--- config.mk ---
export PLATFORM = sky130hd
export DESIGN_NAME = i2c_register_access_master_unit
export DESIGN_NICKNAME = d
export VERILOG_FILES = /design/src/hdl/i2cram_pkg.sv /design/src/hdl/i2c_register_access_master_unit.sv
export SDC_FILE = /design/constraint.sdc
export NUM_CORES = 1
export LEC_CHECK = 0
export BUFFER_PORTS_ARGS = -buffer_cell sky130_fd_sc_hd__buf_2
export CELL_PAD_IN_SITES_DETAIL_PLACEMENT = 0
export CELL_PAD_IN_SITES_GLOBAL_PLACEMENT = 1
export CORE_ASPECT_RATIO = 2
export CORE_MARGIN = 2
export CORE_UTILIZATION = 45
export DETAILED_ROUTE_END_ITERATION = 10
export PLACE_DENSITY = 0.8
export SKIP_LAST_GASP = 1
export SLEW_MARGIN = 0
export SYNTH_ARGS = -nofsm -noshare
export SYNTH_HDL_FRONTEND = slang
export SYNTH_SLANG_ARGS = --single-unit
export TNS_END_PERCENT = 50
--- constraint.sdc ---
create_clock -name clk -period 5.1 [get_ports clk]
set_input_delay 0.255 -clock clk [delete_from_list [all_inputs] [get_ports clk]]
set_output_delay 0.255 -clock clk [all_outputs]
set_load 0.05 [all_outputs]
--- src/hdl/i2cram_pkg.sv ---
// Package for the I2C register access master: phase codes, operation codes,
// line segment decode and byte selection. Used by i2c_register_access_master_unit.
package i2cram_pkg;

  typedef enum logic [3:0] {
    PH_IDLE  = 4'd0,
    PH_START = 4'd1,
    PH_SEND  = 4'd2,
    PH_SACK  = 4'd3,
    PH_READ  = 4'd4,
    PH_RACK  = 4'd5,
    PH_STOP  = 4'd6
  } phase_t;

  localparam logic [1:0] OP_WRITE16 = 2'd0;
  localparam logic [1:0] OP_READ16  = 2'd1;
  localparam logic [1:0] OP_READ32  = 2'd2;

  localparam logic       KIND_CMD  = 1'b0;
  localparam logic       KIND_TICK = 1'b1;

  localparam logic [2:0] ACK_POLL_LIMIT    = 3'd5;
  localparam logic [6:0] DEVICE_CODE_RESET = 7'd84;

  localparam int IN_DATA_W  = 40;
  localparam int OUT_DATA_W = 40;

  typedef struct packed {
    logic scl;
    logic sda;
    logic chk_scl;
    logic chk_sda;
  } seg_t;

  function automatic logic [2:0] sends_total(input logic [1:0] op);
    return (op == OP_WRITE16) ? 3'd5 : 3'd3;
  endfunction

  function automatic logic [3:0] items_total(input logic [1:0] op);
    logic [3:0] t;
    case (op)
      OP_WRITE16: t = 4'd5;
      OP_READ16:  t = 4'd5;
      OP_READ32:  t = 4'd7;
      default:    t = 4'd5;
    endcase
    return t;
  endfunction

  function automatic logic [7:0] byte_to_send(input logic [2:0]  idx,
                                              input logic [1:0]  op,
                                              input logic [6:0]  dev,
                                              input logic [15:0] addr,
                                              input logic [15:0] data);
    logic [7:0] b;
    case (idx)
      3'd0:    b = {dev, (op != OP_WRITE16)};
      3'd1:    b = addr[7:0];
      3'd2:    b = addr[15:8];
      3'd3:    b = data[7:0];
      default: b = data[15:8];
    endcase
    return b;
  endfunction

  // Drives and line checks for the half-period in progress.
  function automatic seg_t segment(input phase_t     ph,
                                   input logic [3:0] hc,
                                   input logic       send_bit,
                                   input logic       rack_bit);
    seg_t s;
    logic hi;
    hi = (hc == 4'd1) || (hc == 4'd2);
    s = '{scl: 1'b1, sda: 1'b1, chk_scl: 1'b0, chk_sda: 1'b0};
    case (ph)
      PH_START: begin
        if (hc < 4'd2) s = '{1'b1, 1'b1, 1'b1, 1'b1};
        else if (hc == 4'd2) s = '{1'b1, 1'b0, 1'b1, 1'b0};
        else s = '{1'b0, 1'b0, 1'b0, 1'b0};
      end
      PH_SEND: s = '{hi, send_bit, hi, hi & send_bit};
      PH_SACK, PH_READ: s = '{hi, 1'b1, hi, 1'b0};
      PH_RACK: s = '{hi, rack_bit, hi, 1'b0};
      PH_STOP: begin
        if (hc < 4'd2) s = '{1'b0, 1'b0, 1'b0, 1'b0};
        else if (hc == 4'd2) s = '{1'b1, 1'b0, 1'b1, 1'b0};
        else if (hc == 4'd3) s = '{1'b1, 1'b1, 1'b1, 1'b1};
        else if (hc < 4'd6) s = '{1'b0, 1'b1, 1'b0, 1'b0};
        else s = '{1'b1, 1'b1, 1'b1, 1'b1};
      end
      default: s = '{1'b1, 1'b1, 1'b0, 1'b0};
    endcase
    return s;
  endfunction

endpackage

--- src/hdl/i2c_register_access_master_unit.sv ---
// I2C register access master, one half-period per tick item.
// Depends on i2cram_pkg for phase codes and segment decode.
//
//  channel  | dir | handshake          | payload
//  s_*      | in  | s_tvalid/s_tready  | tuser kind, tdata command and line samples
//  m_*      | out | m_tvalid/m_tready  | tdata line drives, status, read value
//  cfg_*    | in  | cfg_we             | cfg_data device code
//
// Every item yields one result via the input and result registers; one item per cycle unless m_tready stalls.
// An input register and a result register bound the single state update.
// The input register refills while a result waits, so a stalled output
// holds at most one result plus one item before s_tready drops.
// rst clears control state and sets device_code to 84.
module i2c_register_access_master_unit
  import i2cram_pkg::*;
(
  input  logic                  clk,
  input  logic                  rst,
  input  logic                  s_tvalid,
  output logic                  s_tready,
  // [1:0] op, [17:2] target_addr, [33:18] write_data, [34] scl_in, [35] sda_in
  input  logic [IN_DATA_W-1:0]  s_tdata,
  // [0] kind
  input  logic                  s_tuser,
  output logic                  m_tvalid,
  input  logic                  m_tready,
  // [0] scl_drive, [1] sda_drive, [2] busy_res, [3] done_res,
  // [35:4] read_data, [36] nacked, [37] aborted
  output logic [OUT_DATA_W-1:0] m_tdata,
  input  logic                  cfg_we,
  input  logic [6:0]            cfg_data
);

  logic [6:0]  device_code;

  logic        in_valid;
  logic        in_kind;
  logic [1:0]  in_op;
  logic [15:0] in_addr;
  logic [15:0] in_wdata;
  logic        in_scl;
  logic        in_sda;
  logic        advance;

  phase_t      phase, phase_next;
  logic [1:0]  operation, operation_next;
  logic [2:0]  byte_index, byte_index_next;
  logic [2:0]  bit_index, bit_index_next;
  logic [3:0]  half_count, half_count_next;
  logic [2:0]  ack_polls, ack_polls_next;
  logic [7:0]  shift_byte, shift_byte_next;
  logic [15:0] address_hold, address_hold_next;
  logic [15:0] data_hold, data_hold_next;
  logic [31:0] read_accum, read_accum_next;
  logic        nack_sticky, nack_sticky_next;
  logic        scl_d, scl_d_next;
  logic        sda_d, sda_d_next;
  logic        done_next, abort_next;

  logic        out_valid;
  logic [OUT_DATA_W-1:0] out_data, out_data_next;

  assign advance  = in_valid && (!out_valid || m_tready);
  assign s_tready = !in_valid || advance;
  assign m_tvalid = out_valid;
  assign m_tdata  = out_data;

  always_ff @(posedge clk) begin
    if (rst) begin
      device_code <= DEVICE_CODE_RESET;
    end else if (cfg_we) begin
      device_code <= cfg_data;
    end
  end

  always_ff @(posedge clk) begin
    if (rst) begin
      in_valid <= 1'b0;
    end else if (s_tready) begin
      in_valid <= s_tvalid;
    end
  end

  always_ff @(posedge clk) begin
    if (s_tvalid && s_tready) begin
      in_kind  <= s_tuser;
      in_op    <= s_tdata[1:0];
      in_addr  <= s_tdata[17:2];
      in_wdata <= s_tdata[33:18];
      in_scl   <= s_tdata[34];
      in_sda   <= s_tdata[35];
    end
  end

  // Next state for one item.
  always_comb begin
    seg_t       seg_now;
    logic       rack_now;
    logic       go_next;
    logic [2:0] nb;
    logic [7:0] sb;
    logic [1:0] lane;

    phase_next        = phase;
    operation_next    = operation;
    byte_index_next   = byte_index;
    bit_index_next    = bit_index;
    half_count_next   = half_count;
    ack_polls_next    = ack_polls;
    shift_byte_next   = shift_byte;
    address_hold_next = address_hold;
    data_hold_next    = data_hold;
    read_accum_next   = read_accum;
    nack_sticky_next  = nack_sticky;
    done_next         = 1'b0;
    abort_next        = 1'b0;
    go_next           = 1'b0;
    nb                = byte_index;
    sb                = shift_byte;
    lane              = 2'(byte_index - 3'd3);

    rack_now = ({1'b0, byte_index} + 4'd1) >= items_total(operation);
    seg_now  = segment(phase, half_count, shift_byte[7], rack_now);

    if (in_kind == KIND_CMD) begin
      if (phase == PH_IDLE && in_op <= OP_READ32) begin
        operation_next    = in_op;
        address_hold_next = in_addr;
        data_hold_next    = in_wdata;
        read_accum_next   = '0;
        nack_sticky_next  = 1'b0;
        byte_index_next   = '0;
        bit_index_next    = '0;
        ack_polls_next    = '0;
        shift_byte_next   = '0;
        half_count_next   = '0;
        phase_next        = PH_START;
      end
    end else if (phase != PH_IDLE) begin
      if ((seg_now.chk_scl && !in_scl) || (seg_now.chk_sda && !in_sda)) begin
        phase_next      = PH_IDLE;
        half_count_next = '0;
        done_next       = 1'b1;
        abort_next      = 1'b1;
      end else begin
        case (phase)
          PH_START: begin
            if (half_count >= 4'd3) begin
              nb      = '0;
              go_next = 1'b1;
            end else begin
              half_count_next = half_count + 4'd1;
            end
          end
          PH_SEND: begin
            if (half_count >= 4'd3) begin
              shift_byte_next = {shift_byte[6:0], 1'b0};
              half_count_next = '0;
              if (bit_index == 3'd7) begin
                bit_index_next = '0;
                ack_polls_next = '0;
                phase_next     = PH_SACK;
              end else begin
                bit_index_next = bit_index + 3'd1;
              end
            end else begin
              half_count_next = half_count + 4'd1;
            end
          end
          PH_SACK: begin
            if (half_count == 4'd2) begin
              ack_polls_next = ack_polls + 3'd1;
              if (!in_sda) begin
                half_count_next = 4'd3;
              end else if (ack_polls_next >= ACK_POLL_LIMIT) begin
                nack_sticky_next = 1'b1;
                half_count_next  = 4'd3;
              end else begin
                half_count_next = 4'd1;
              end
            end else if (half_count >= 4'd3) begin
              nb      = byte_index + 3'd1;
              go_next = 1'b1;
            end else begin
              half_count_next = half_count + 4'd1;
            end
          end
          PH_READ: begin
            if (half_count == 4'd1) begin
              sb = {shift_byte[6:0], in_sda};
            end
            shift_byte_next = sb;
            if (half_count >= 4'd3) begin
              half_count_next = '0;
              if (bit_index == 3'd7) begin
                bit_index_next  = '0;
                read_accum_next = read_accum | ({24'd0, sb} << {lane, 3'b000});
                phase_next      = PH_RACK;
              end else begin
                bit_index_next = bit_index + 3'd1;
              end
            end else begin
              half_count_next = half_count + 4'd1;
            end
          end
          PH_RACK: begin
            if (half_count >= 4'd3) begin
              nb      = byte_index + 3'd1;
              go_next = 1'b1;
            end else begin
              half_count_next = half_count + 4'd1;
            end
          end
          default: begin
            if (half_count >= 4'd7) begin
              phase_next      = PH_IDLE;
              half_count_next = '0;
              done_next       = 1'b1;
            end else begin
              half_count_next = half_count + 4'd1;
            end
          end
        endcase

        if (go_next) begin
          byte_index_next = nb;
          half_count_next = '0;
          bit_index_next  = '0;
          if (nb < sends_total(operation)) begin
            shift_byte_next = byte_to_send(nb, operation, device_code,
                                           address_hold, data_hold);
            phase_next      = PH_SEND;
          end else if ({1'b0, nb} < items_total(operation)) begin
            shift_byte_next = '0;
            phase_next      = PH_READ;
          end else begin
            phase_next = PH_STOP;
          end
        end
      end
    end
  end

  // Line drives and result for one item.
  always_comb begin
    seg_t seg_after;
    logic rack_after;

    rack_after = ({1'b0, byte_index_next} + 4'd1) >= items_total(operation_next);
    seg_after  = segment(phase_next, half_count_next, shift_byte_next[7], rack_after);

    scl_d_next = scl_d;
    sda_d_next = sda_d;
    if (in_kind == KIND_CMD) begin
      if (phase == PH_IDLE && in_op <= OP_READ32) begin
        scl_d_next = 1'b1;
        sda_d_next = 1'b1;
      end
    end else if (phase != PH_IDLE) begin
      scl_d_next = seg_after.scl;
      sda_d_next = seg_after.sda;
    end

    out_data_next = {2'b00, abort_next, nack_sticky_next, read_accum_next, done_next,
                     (phase_next != PH_IDLE), sda_d_next, scl_d_next};
  end

  always_ff @(posedge clk) begin
    if (rst) begin
      phase        <= PH_IDLE;
      operation    <= '0;
      byte_index   <= '0;
      bit_index    <= '0;
      half_count   <= '0;
      ack_polls    <= '0;
      shift_byte   <= '0;
      address_hold <= '0;
      data_hold    <= '0;
      read_accum   <= '0;
      nack_sticky  <= 1'b0;
      scl_d        <= 1'b1;
      sda_d        <= 1'b1;
    end else if (advance) begin
      phase        <= phase_next;
      operation    <= operation_next;
      byte_index   <= byte_index_next;
      bit_index    <= bit_index_next;
      half_count   <= half_count_next;
      ack_polls    <= ack_polls_next;
      shift_byte   <= shift_byte_next;
      address_hold <= address_hold_next;
      data_hold    <= data_hold_next;
      read_accum   <= read_accum_next;
      nack_sticky  <= nack_sticky_next;
      scl_d        <= scl_d_next;
      sda_d        <= sda_d_next;
    end
  end

  always_ff @(posedge clk) begin
    if (rst) begin
      out_valid <= 1'b0;
    end else if (advance) begin
      out_valid <= 1'b1;
    end else if (m_tready) begin
      out_valid <= 1'b0;
    end
  end

  always_ff @(posedge clk) begin
    if (advance) begin
      out_data <= out_data_next;
    end
  end

`ifndef NO_ASSERTIONS
  a_abort_ends: assert property (@(posedge clk) disable iff (rst)
    out_valid && out_data[37] |-> out_data[3] && !out_data[2])
    else $error("abort result without done or with busy set");

  a_idle_released: assert property (@(posedge clk) disable iff (rst)
    out_valid && !out_data[2] |-> out_data[0] && out_data[1])
    else $error("idle result with a line pulled low");

  a_item_processed: assert property (@(posedge clk) disable iff (rst)
    in_valid && (!out_valid || m_tready) |=> out_valid)
    else $error("item advanced without a result");

  a_half_count_range: assert property (@(posedge clk) disable iff (rst)
    phase != PH_STOP |-> half_count < 4'd4)
    else $error("half period count out of range");
`endif

endmodule

After elaboration in Yosys (flattened, before gate mapping)
Cells that the tools add are included.
Word-level totals
  bits in registers: 178
  latch bits: 0
  memory bits (writable): 0
  ROM bits: 0
  input bits: 53
  output and inout port bits: 42
  logic and storage cells: 236
  memories kept: 0
Operators by class
  $add $sub $neg: 6
  $mul: 0
  div/mod/pow operators: 0
  magnitude comparators: 11
  eq/ne operators: 32
  shift operators: 1
  mux-type cells: 124
  bitwise logic cells: 4
  reduce and logical (&&, ||, !) cells: 33
Operator list (count)
  $mux 32: 7
  $mux 4: 30
  $mux 8: 13
  $mux 3: 27
  $eq 4x2->1 const B: 8
  $or 32x32->32: 1
  $pmux 8 s4: 1
  $shl 8x5->32: 1
  $mux 2: 13
  $mux 1: 25
  $eq 4x3->1 const B: 6
  $pmux 4 s3: 2
  $pmux 4 s5: 1
  $eq 4x1->1 const B: 4
  $pmux 8 s2: 1
  $pmux 2 s5: 1
  $add 3x1->3 const B: 3
  $ne 3x3->1 const B: 3
  $pmux 3 s3: 1
  $lt 4x2->1 const B: 2
  $lt 4x3->1 const B: 2
  $reduce_and 8->1: 1
  $reduce_bool 4->1: 2
  $reduce_or 2->1: 4
  35 further kinds: 52

Longest topological paths before layout
Gate-level depths: netlist of the first run.
  word-level depth: 29
  depth in mapped cells: 19
  gate-level depth less buffers: 16

Worst setup path before layout of the first run
Ideal clock, no wire load.
  path type: reg-to-reg
  start point: register half_count[0]
  end point: register out_data[0] (netlist: m_tdata[0]) (data pin)
  library setup time: 256 ps
  arrival time: 3597 ps
  required time: 4844 ps
  setup slack: 1247 ps
  stages on the path, launching flop included: 19
  path buffers: 3
  clock period less this slack: 3853 ps
  cells stage by stage: dfxtp_1 -> inv_1 -> ha_1 -> nand4bb_1 -> nand4_1 -> buf_2 -> a21oi_2 -> inv_1 -> buf_2 -> buf_2 -> ha_1 -> or3_1 -> o21ai_0 -> a31oi_1 -> nand2_1 -> o211a_2 -> a211oi_1 -> o311a_1 -> o22a_1
On the way
  word-level cells in the longest chain between the ends: 19
  elaborated cells on any way between the ends: 77
  those cells by class: add/sub (1); order compare (8); eq/ne (12); mux (49); bitwise (1); reduce/logical (6)
RTL lines
  start: declaration: RTL line i2c_register_access_master_unit.sv:49  | logic [3:0] half_count, half_count_next;
  start signal: assignment: RTL line i2c_register_access_master_unit.sv:288  | half_count <= half_count_next;
  $ge 4x2->1 / $lt 4x3->1 (equally long branches)
  $mux 3, or another cell as far along: RTL line i2c_register_access_master_unit.sv:181, i2c_register_access_master_unit.sv:207
  $mux 3, or another cell as far along: RTL line i2c_register_access_master_unit.sv:171  | if (half_count == 4'd2) begin
  $pmux 3 s3, or another cell as far along: RTL line i2c_register_access_master_unit.sv:146  | case (phase)
  $mux 3, or another cell as far along: RTL line i2c_register_access_master_unit.sv:140  | if ((seg_now.chk_scl && !in_scl) || (seg_now.chk_sda && !in_sda)) begin
  $mux 3, or another cell as far along: RTL line i2c_register_access_master_unit.sv:139  | end else if (phase != PH_IDLE) begin
  $mux 3, or another cell as far along: RTL line i2c_register_access_master_unit.sv:125  | if (in_kind == KIND_CMD) begin
  $lt 3x4->1, or another cell as far along: RTL line i2c_register_access_master_unit.sv:233  | end else if ({1'b0, nb} < items_total(operation)) begin
  (+4 left out)
  $mux 4 (on tied branches): RTL line i2c_register_access_master_unit.sv:139, i2cram_pkg.sv:88
  $mux 4 (on tied branches): RTL line i2c_register_access_master_unit.sv:125, i2cram_pkg.sv:87
  $eq 4x2->1, or another cell as far along: RTL line i2cram_pkg.sv:75  | case (ph)
  $reduce_or 2->1 / $mux 4 (equally long branches): RTL line i2cram_pkg.sv:75, i2cram_pkg.sv:85
  $pmux 4 s5 *: RTL line i2cram_pkg.sv:75
  $mux 1 *: RTL line i2c_register_access_master_unit.sv:259  | end else if (phase != PH_IDLE) begin
  $mux 1 *: RTL line i2c_register_access_master_unit.sv:254  | if (in_kind == KIND_CMD) begin
  named net out_data_next[0]: RTL line i2c_register_access_master_unit.sv:61  | logic [OUT_DATA_W-1:0] out_data, out_data_next;
  end signal: assignment: RTL line i2c_register_access_master_unit.sv:312  | out_data <= out_data_next;
  end: declaration: RTL line i2c_register_access_master_unit.sv:61
Mark *: on every way through the listed nets, which the timed path passes. The rest lies on a longest branch. The select of a mux whose other input is x is not followed.
A chain may end at the register's enable or synchronous reset.

Final worst setup path of the first run
  start point: register half_count[0]
  end point: register out_data[1] (netlist: m_tdata[1]) (data pin)
On the way
  elaborated cells on any way between the ends: 96
  those cells by class: add/sub (2); order compare (8); eq/ne (14); mux (65); bitwise (1); reduce/logical (6)
RTL lines
  $ge 4x2->1 / $lt 4x3->1 (equally long branches)
  $mux 3, or another cell as far along: RTL line i2c_register_access_master_unit.sv:181, i2c_register_access_master_unit.sv:207
  $mux 3, or another cell as far along: RTL line i2c_register_access_master_unit.sv:171
  $pmux 3 s3, or another cell as far along: RTL line i2c_register_access_master_unit.sv:146
  $mux 3, or another cell as far along: RTL line i2c_register_access_master_unit.sv:140
  $mux 3, or another cell as far along: RTL line i2c_register_access_master_unit.sv:139
  $mux 3, or another cell as far along: RTL line i2c_register_access_master_unit.sv:125
  $mux 3 / $logic_or 1x1->1 (equally long branches): RTL line i2c_register_access_master_unit.sv:225, i2c_register_access_master_unit.sv:140
  (+2 left out)
  $mux 3 *: RTL line i2c_register_access_master_unit.sv:125
  named net byte_index_next[0]: RTL line i2c_register_access_master_unit.sv:47  | logic [2:0] byte_index, byte_index_next;
  $add 3x1->4 *: RTL line i2c_register_access_master_unit.sv:249  | rack_after = ({1'b0, byte_index_next} + 4'd1) >= items_total(operation_next);
  $ge 4x4->1 *: RTL line i2c_register_access_master_unit.sv:249
  $pmux 4 s5 *: RTL line i2cram_pkg.sv:75
  $mux 1 *: RTL line i2c_register_access_master_unit.sv:259
  $mux 1 *: RTL line i2c_register_access_master_unit.sv:254
  named net out_data_next[1]: RTL line i2c_register_access_master_unit.sv:61
Marked as above.

==> out/qor.yml, run 1 <==
cts:
  clk-insertion-delay-late_ps: 430
  cts_made_buffers: 17
  cts.clk_slew.worst_paths_ps: 70
  clock-sinks: 178
  cts-root-buf: "clkbuf_16"
  max-clock-path-buffers: 2
  htreeDepth: 4
  cts_resized: 0
  tritoncts: "done"
sta:
  clock.fmax_ghz: 0.241
  setup_tns_ps: 0
  tightest_slew_ps: 1110
  fin_crit_ps: 4150
  relSlewSlack_pct: 25.3
  clock_skew_ps: 12.2
  rsz0062_at_grt: "no"
  fin_crit_sh_pct: 81.4
  setup_viol: 0
  slew_viol_final: 0
  finalHoldViolCount: 0
status:
  status: "complete, no violations"
placement:
  placed_cell_area_um2: 9080
  gp_congestion: 0.924
  dp_hpwl_mm: 15.6
  portBuffers: 88
layout:
  n_antenna_cell: 0
  fin_nets: 1114
  final_area_um2: 10000
  drive_gt1_share_pct: 15.9
  areaGrowthSynthToFinish_pct: 18.5
  mostFrequentLayoutCells: "182 x nand2_1, 124 x nor2_1, 103 x dfxtp_1, 94 x a21oi_1, 87 x buf_2"
  mostFrequentLayoutCell: "nand2_1"
die:
  num_io_pins: 95
  start_util_pct: 45.3
  core_area_um2: 18700
  dieArea_um2: 20000
  dieHeight_um: 198
  rows: 71
  fp.dieW_um: 101
route:
  drc: 0
  viasPerCell: 5.59
  routed_wl_mm: 22.4
  drtAntennaViolNets: 0
  dr.pass1.iters: 7
  drtIter0Drc: 387
  routedWlPerCell_um: 17.5
  vias: 7145
hold_path:
  holdPathStages: 1
  hold_path_class: "input port to flip-flop"
  hold-path-endpoint: "in_wdata[15]"
  worstHoldStart: "s_tdata[33]"
global_route:
  grt_max_degree: 68
  grt_overflow_total: 0
  grt_pass1_vias: 6883
  track_usage_pct: 23.1
  grt_pass1_wl_mm: 35.5
  antenna_found_initial: 0
worst_setup_path:
  crit_type: "flip-flop to flip-flop"
  crit_top_cell: "ha_1"
  reg2reg_to: "m_tdata[1]"
  cp_top_family: "simple AND/OR/NAND/NOR gates"
  cp_max_fo: 9
  rrSetupSlack_ps: 950
  regToRegStartpoint: "half_count[0]"
  worst_ep_required_time_ps: 5270
  arrival_ps: 4320
  start_kind: "flip-flop"
  crit_slowest_cell: "or4_1"
  end_kind: "flip-flop"
  critPathMaxStageDelay_ps: 560
  r2r_cells: 14
  path_cells: "ha_1 -> or3_1 -> clkinv_8 -> ha_1 -> or4_1 -> and3_1 -> mux2i_4 -> ha_1 -> nand3_1 -> mux2_2 -> o21ai_2 -> a2111oi_2 -> o32ai_1 -> a21oi_1"
  path_buf_inv: 1
synthesis:
  yosysWarningCount: 0
  syn_inst: 938
  synth-seq-area-share_pct: 51.0
  synth-seq-cells: 178
  synth_edf_count: 75
  synth_flop_cell: "dfxtp_1"
  syn-cell-area_um2: 8460
  async_reset_ff_share_pct: 0
  synth_cell_types: 86
  synth_area_per_cell_um2: 9.01
job:
  cap_violations: 0
power_and_ir_drop:
  power-per-cell-area_nw_per_um2: 314
  p_leak_nw: 3.78
  vdd_ir_drop_max_mv: 0.297
==> metrics by stage <==
stage | total power [mW] | setup WS (ps) | hold slack [ps] | std cells | utilization [%]
6_report | 3.15 | 948 | 16.3 | 1279 | 53.7
5_1_grt | 3.26 | 705 | 16.1 | 1279 | 53.7
4_1_cts | 3.18 | 1010 | 1.17 | 1279 | 53.7
3_5_place_dp | 1.89 | 1030 | 433 | 1211 | 48.7
3_3_place_gp | 1.89 | 1050 | 432 | 1211 | 48.7
2_1_floorplan | 1.80 | 1250 | 354 | 939 | -
==> worst max path at each step <==
stage,startpoint,end,cells past startpoint
3_5_place_dp,half_count[0],m_tdata[1],14
3_3_place_gp,half_count[0],m_tdata[0],11
4_1_cts,half_count[0],m_tdata[1],14
5_1_grt,half_count[0],m_tdata[1],14
6_report,half_count[0],m_tdata[1],14
2_1_floorplan,half_count[0],m_tdata[0],18
==> synthesized netlist by cell type, drive strengths merged, types with 5 or more instances <==
cell / instances / area (µm²)
nand2: 183 / 687
a22oi: 17 / 128
mux2i: 23 / 246
a21o: 5 / 37.5
nor3: 18 / 95.1
o21ai: 59 / 314
nor2: 125 / 469
a21oi: 95 / 479
nor2b: 5 / 31.3
nand2b: 9 / 56.3
nand3: 19 / 100
a211oi: 9 / 77.6
edfxtp: 75 / 2250
buf: 15 / 98.8
dfxtp: 103 / 2060
ha: 14 / 175
or3: 6 / 37.5
nor4: 6 / 58.8
and2: 5 / 31.3
a31oi: 6 / 43.8
clkbuf: 38 / 143
inv: 24 / 90.1
==> cell type report <==
type	instances	area, µm²
Multi-Input combinational cell	683	3800
Clock buffer	18	439
Sequential cell	178	4310
Fill cell	1763	8640
Inverter	25	106
Tap cell	219	274
Timing Repair Buffer	142	938
Clock inverter	14	140
==> state kept, by name, summed over array words and instances (netlist names), 3 cells and up <==
| register | cells |
|---|---|
| read_accum | 32 |
| address_hold | 16 |
| shift_byte | 8 |
| m_tdata | 38 |
| byte_index | 3 |
| in_wdata | 16 |
| data_hold | 16 |
| ack_polls | 3 |
| device_code | 7 |
| in_addr | 16 |
| phase | 4 |
| bit_index | 3 |
| half_count | 4 |
==> layer usage <==
metal,wire [µm],up-vias,global-route usage [%]
met5,0,-,0
met4,1400,0,15.0
met3,751,76,3.11
met2,12100,206,42.2
met1,8190,3337,24.0
li1,-,3526,-
==> cell families after synthesis <==
kind of cell / count (synthesis) / share of synthesized area (%)
and+or+nand+nor: 406 / 21.6
AOI/OAI and AO/OA: 234 / 17.8
DFF: 178 / 51.0
buffers and inverters: 78 / 4.11
muxes: 24 / 3.05
adders and majority gates: 15 / 2.19
xor gates and xnor gates: 2 / 0.207
other: 1 / 0.0443
==> timing repair <==
action                    4_1_cts  5_1_grt
setup buffers                   0        0
hold buffers                   36        0
hold endpoints to repair       36        0
==> where the power goes <==
group	internal (mW)	leakage [nW]	switching (mW)
Combinational	0.104	1.97	0.217
Sequential	1.53	1.53	0.0265
Clock	0.662	0.282	0.609
Power figures use the tool's default switching activity.
==> run 2: changes to the inputs <==
--- a/config.mk
+++ b/config.mk
@@ -5,14 +5,15 @@
 export SDC_FILE = /design/constraint.sdc
 export NUM_CORES = 1
 export LEC_CHECK = 0
+export ABC_AREA = 1
 export BUFFER_PORTS_ARGS = -buffer_cell sky130_fd_sc_hd__buf_2
 export CELL_PAD_IN_SITES_DETAIL_PLACEMENT = 0
 export CELL_PAD_IN_SITES_GLOBAL_PLACEMENT = 1
 export CORE_ASPECT_RATIO = 2
 export CORE_MARGIN = 2
-export CORE_UTILIZATION = 45
+export CORE_UTILIZATION = 39
 export DETAILED_ROUTE_END_ITERATION = 10
-export PLACE_DENSITY = 0.8
+export PLACE_DENSITY = 0.75
 export SKIP_LAST_GASP = 1
 export SLEW_MARGIN = 0
 export SYNTH_ARGS = -nofsm -noshare
==> constraint.sdc (replaced) <==
create_clock -name clk -period 3.6 [get_ports clk]
set_input_delay 0.18 -clock clk [delete_from_list [all_inputs] [get_ports clk]]
set_output_delay 0.18 -clock clk [all_outputs]
set_load 0.05 [all_outputs]
==> out/qor.yml, run 2 <==
status:
  status: "complete, no violations"
sta:
  clock.fmax_ghz: 0.301
  setup_viol: 0
  finalHoldViolCount: 0
  fin_crit_ps: 3320
  rsz0062_at_grt: "no"
  setup_tns_ps: 0
  slew_viol_final: 0
  relSlewSlack_pct: 17.3
  fin_crit_sh_pct: 92.3
  tightest_slew_ps: 1240
  clock_skew_ps: 10.5
global_route:
  grt_overflow_total: 0
  track_usage_pct: 21.8
  grt_pass1_vias: 7264
  antenna_found_initial: 0
  grt_pass1_wl_mm: 37.7
  grt_max_degree: 64
layout:
  drive_gt1_share_pct: 17.0
  fin_nets: 1267
  final_area_um2: 10300
  n_antenna_cell: 0
  mostFrequentLayoutCell: "nand2_1"
  largest_reg_flops: 38
  mostFrequentLayoutCells: "241 x nand2_1, 133 x nor2_1, 104 x inv_1, 103 x dfxtp_1"
  areaGrowthSynthToFinish_pct: 22.0
cts:
  clock-sinks: 178
  cts_made_buffers: 17
  max-clock-path-buffers: 2
  tritoncts: "done"
  cts-root-buf: "clkbuf_16"
  clk-insertion-delay-late_ps: 450
  cts.clk_slew.worst_paths_ps: 70
  htreeDepth: 4
placement:
  gp_congestion: 0.961
  portBuffers: 88
  placed_cell_area_um2: 9310
  dp_hpwl_mm: 17.7
worst_setup_path:
  crit_top_cell: "nand2_1"
  critPathMaxStageDelay_ps: 470
  start_kind: "flip-flop"
  rrSetupSlack_ps: 280
  crit_slowest_cell: "dfxtp_1"
  end_kind: "flip-flop"
  reg2reg_to: "m_tdata[1]"
  crit_type: "flip-flop to flip-flop"
  r2r_cells: 20
  cp_max_fo: 5
  arrival_ps: 3530
  crit_start: "phase[0]"
  path_cells: "nand2_1 -> nor2_2 -> nand3_1 -> nand2_4 -> nand2_2 -> nand2_4 -> nand2_4 -> ha_1 -> a21oi_1 -> nand2_1 -> nand2_1 -> nand2_2 -> nand3_1 -> inv_1 -> o21ai_2 -> nand2_1 -> nor2_1 -> nand3_1 -> nand2_1 -> inv_1"
  regToRegStartpoint: "phase[0]"
  worst_ep_required_time_ps: 3810
die:
  num_io_pins: 95
  core_area_um2: 21400
  rows: 76
  dieArea_um2: 23000
  start_util_pct: 39.6
  fp.dieW_um: 108
  dieHeight_um: 212
route:
  drtIter0Drc: 279
  viasPerCell: 4.99
  vias: 7412
  routed_wl_mm: 24.1
  dr.pass1.iters: 5
  drtAntennaViolNets: 0
  routedWlPerCell_um: 16.2
  drc: 0
synthesis:
  async_reset_ff_share_pct: 0
  synth-seq-area-share_pct: 50.9
  synth_edf_count: 75
  synth_top_cell_by_area: "edfxtp_1"
  synth_common_cells: "241 x nand2_1, 133 x nor2_1, 105 x inv_1"
  syn_inst: 1053
  yosysWarningCount: 0
  syn-cell-area_um2: 8470
  synth_most_common_cell: "nand2_1"
  synth_top_cells_by_area: "edfxtp_1 27%, dfxtp_1 24%, nand2_1 11%"
  synth_cell_types: 56
  synthDominantCellAreaShare_pct: 26.6
  synth_flop_cell: "dfxtp_1"
  synth-seq-cells: 178
  synth_area_per_cell_um2: 8.05
hold_path:
  worstHoldStart: "cfg_data[3]"
  holdPathStages: 3
  hold-path-endpoint: "device_code[3]"
  hold_path_class: "input port to flip-flop"
power_and_ir_drop:
  vdd_ir_drop_max_mv: 0.373
  power-per-cell-area_nw_per_um2: 449
  total_power_mw: 4.65
  p_leak_nw: 4.31
job:
  cap_violations: 0
-- run 2: worst max-delay path by stage --
stage | endpoint
global route | m_tdata[1]
global placement | m_tdata[1]
floorplan | m_tdata[1]
detailed placement | m_tdata[1]
CTS | m_tdata[1]
finish | m_tdata[1]
-- run 2: what timing repair did --
action,CTS,global route
resized for setup,0,2
setup buffers,0,4
hold endpoints to repair,43,0
setup endpoints to repair,0,2
hold buffers,44,0
-- run 2: layout make-up --
cell class	instances	area (µm²)
fill	2145	11100
sequential	178	4310
multi-input combinational	715	3520
timing repair buffer	169	1160
inverter	119	447
clock buffer	18	429
tap	273	342
clock inverter	14	126
-- run 2: through the flow --
step	instances	util, %	setup WS [ps]	hold slack [ps]
after global placement	1406	43.5	240	357
after floorplan	1054	-	678	279
final	1486	48.3	277	19.6
after CTS	1482	48.2	216	3.81
after detailed placement	1406	43.5	250	358
after global routing	1486	48.3	8.11	22.7
-- run 2: power by group --
part           leakage [nW]  internal, mW  switching [mW]
combinational          2.47         0.199           0.440
clock                 0.276         0.962           0.824
sequential             1.56          2.18          0.0394
total                  4.31          3.34            1.30
-- run 2: cells by family (layout without fill, tap and decap cells) --
kind of cell,Yosys count,count (layout),synth area share [%]
AOI/OAI and AO/OA,238,238,15.9
xor gates and xnor gates,2,2,0.207
adders and majority gates,14,14,2.07
buffers and inverters,161,320,7.65
DFF,178,178,50.9
other,1,2,0.0443
and+or+nand+nor,459,459,23.3
-- run 2: critical path, delay by kind of cell, from the launching register on --
family,cells,cell delay [ps]
simple gates,15,1800
flops,1,470
compound gates,2,410
fa+ha+maj,1,310
buf+inv,2,100
-- run 2: metal layers --
layer	track usage (%)	share of wire [%]	vias up
met4	11.3	4.2	0
met2	42.2	56	155
li1	-	-	3777
met3	3.89	2.8	47
met5	0	0	-
met1	21.4	37	3433
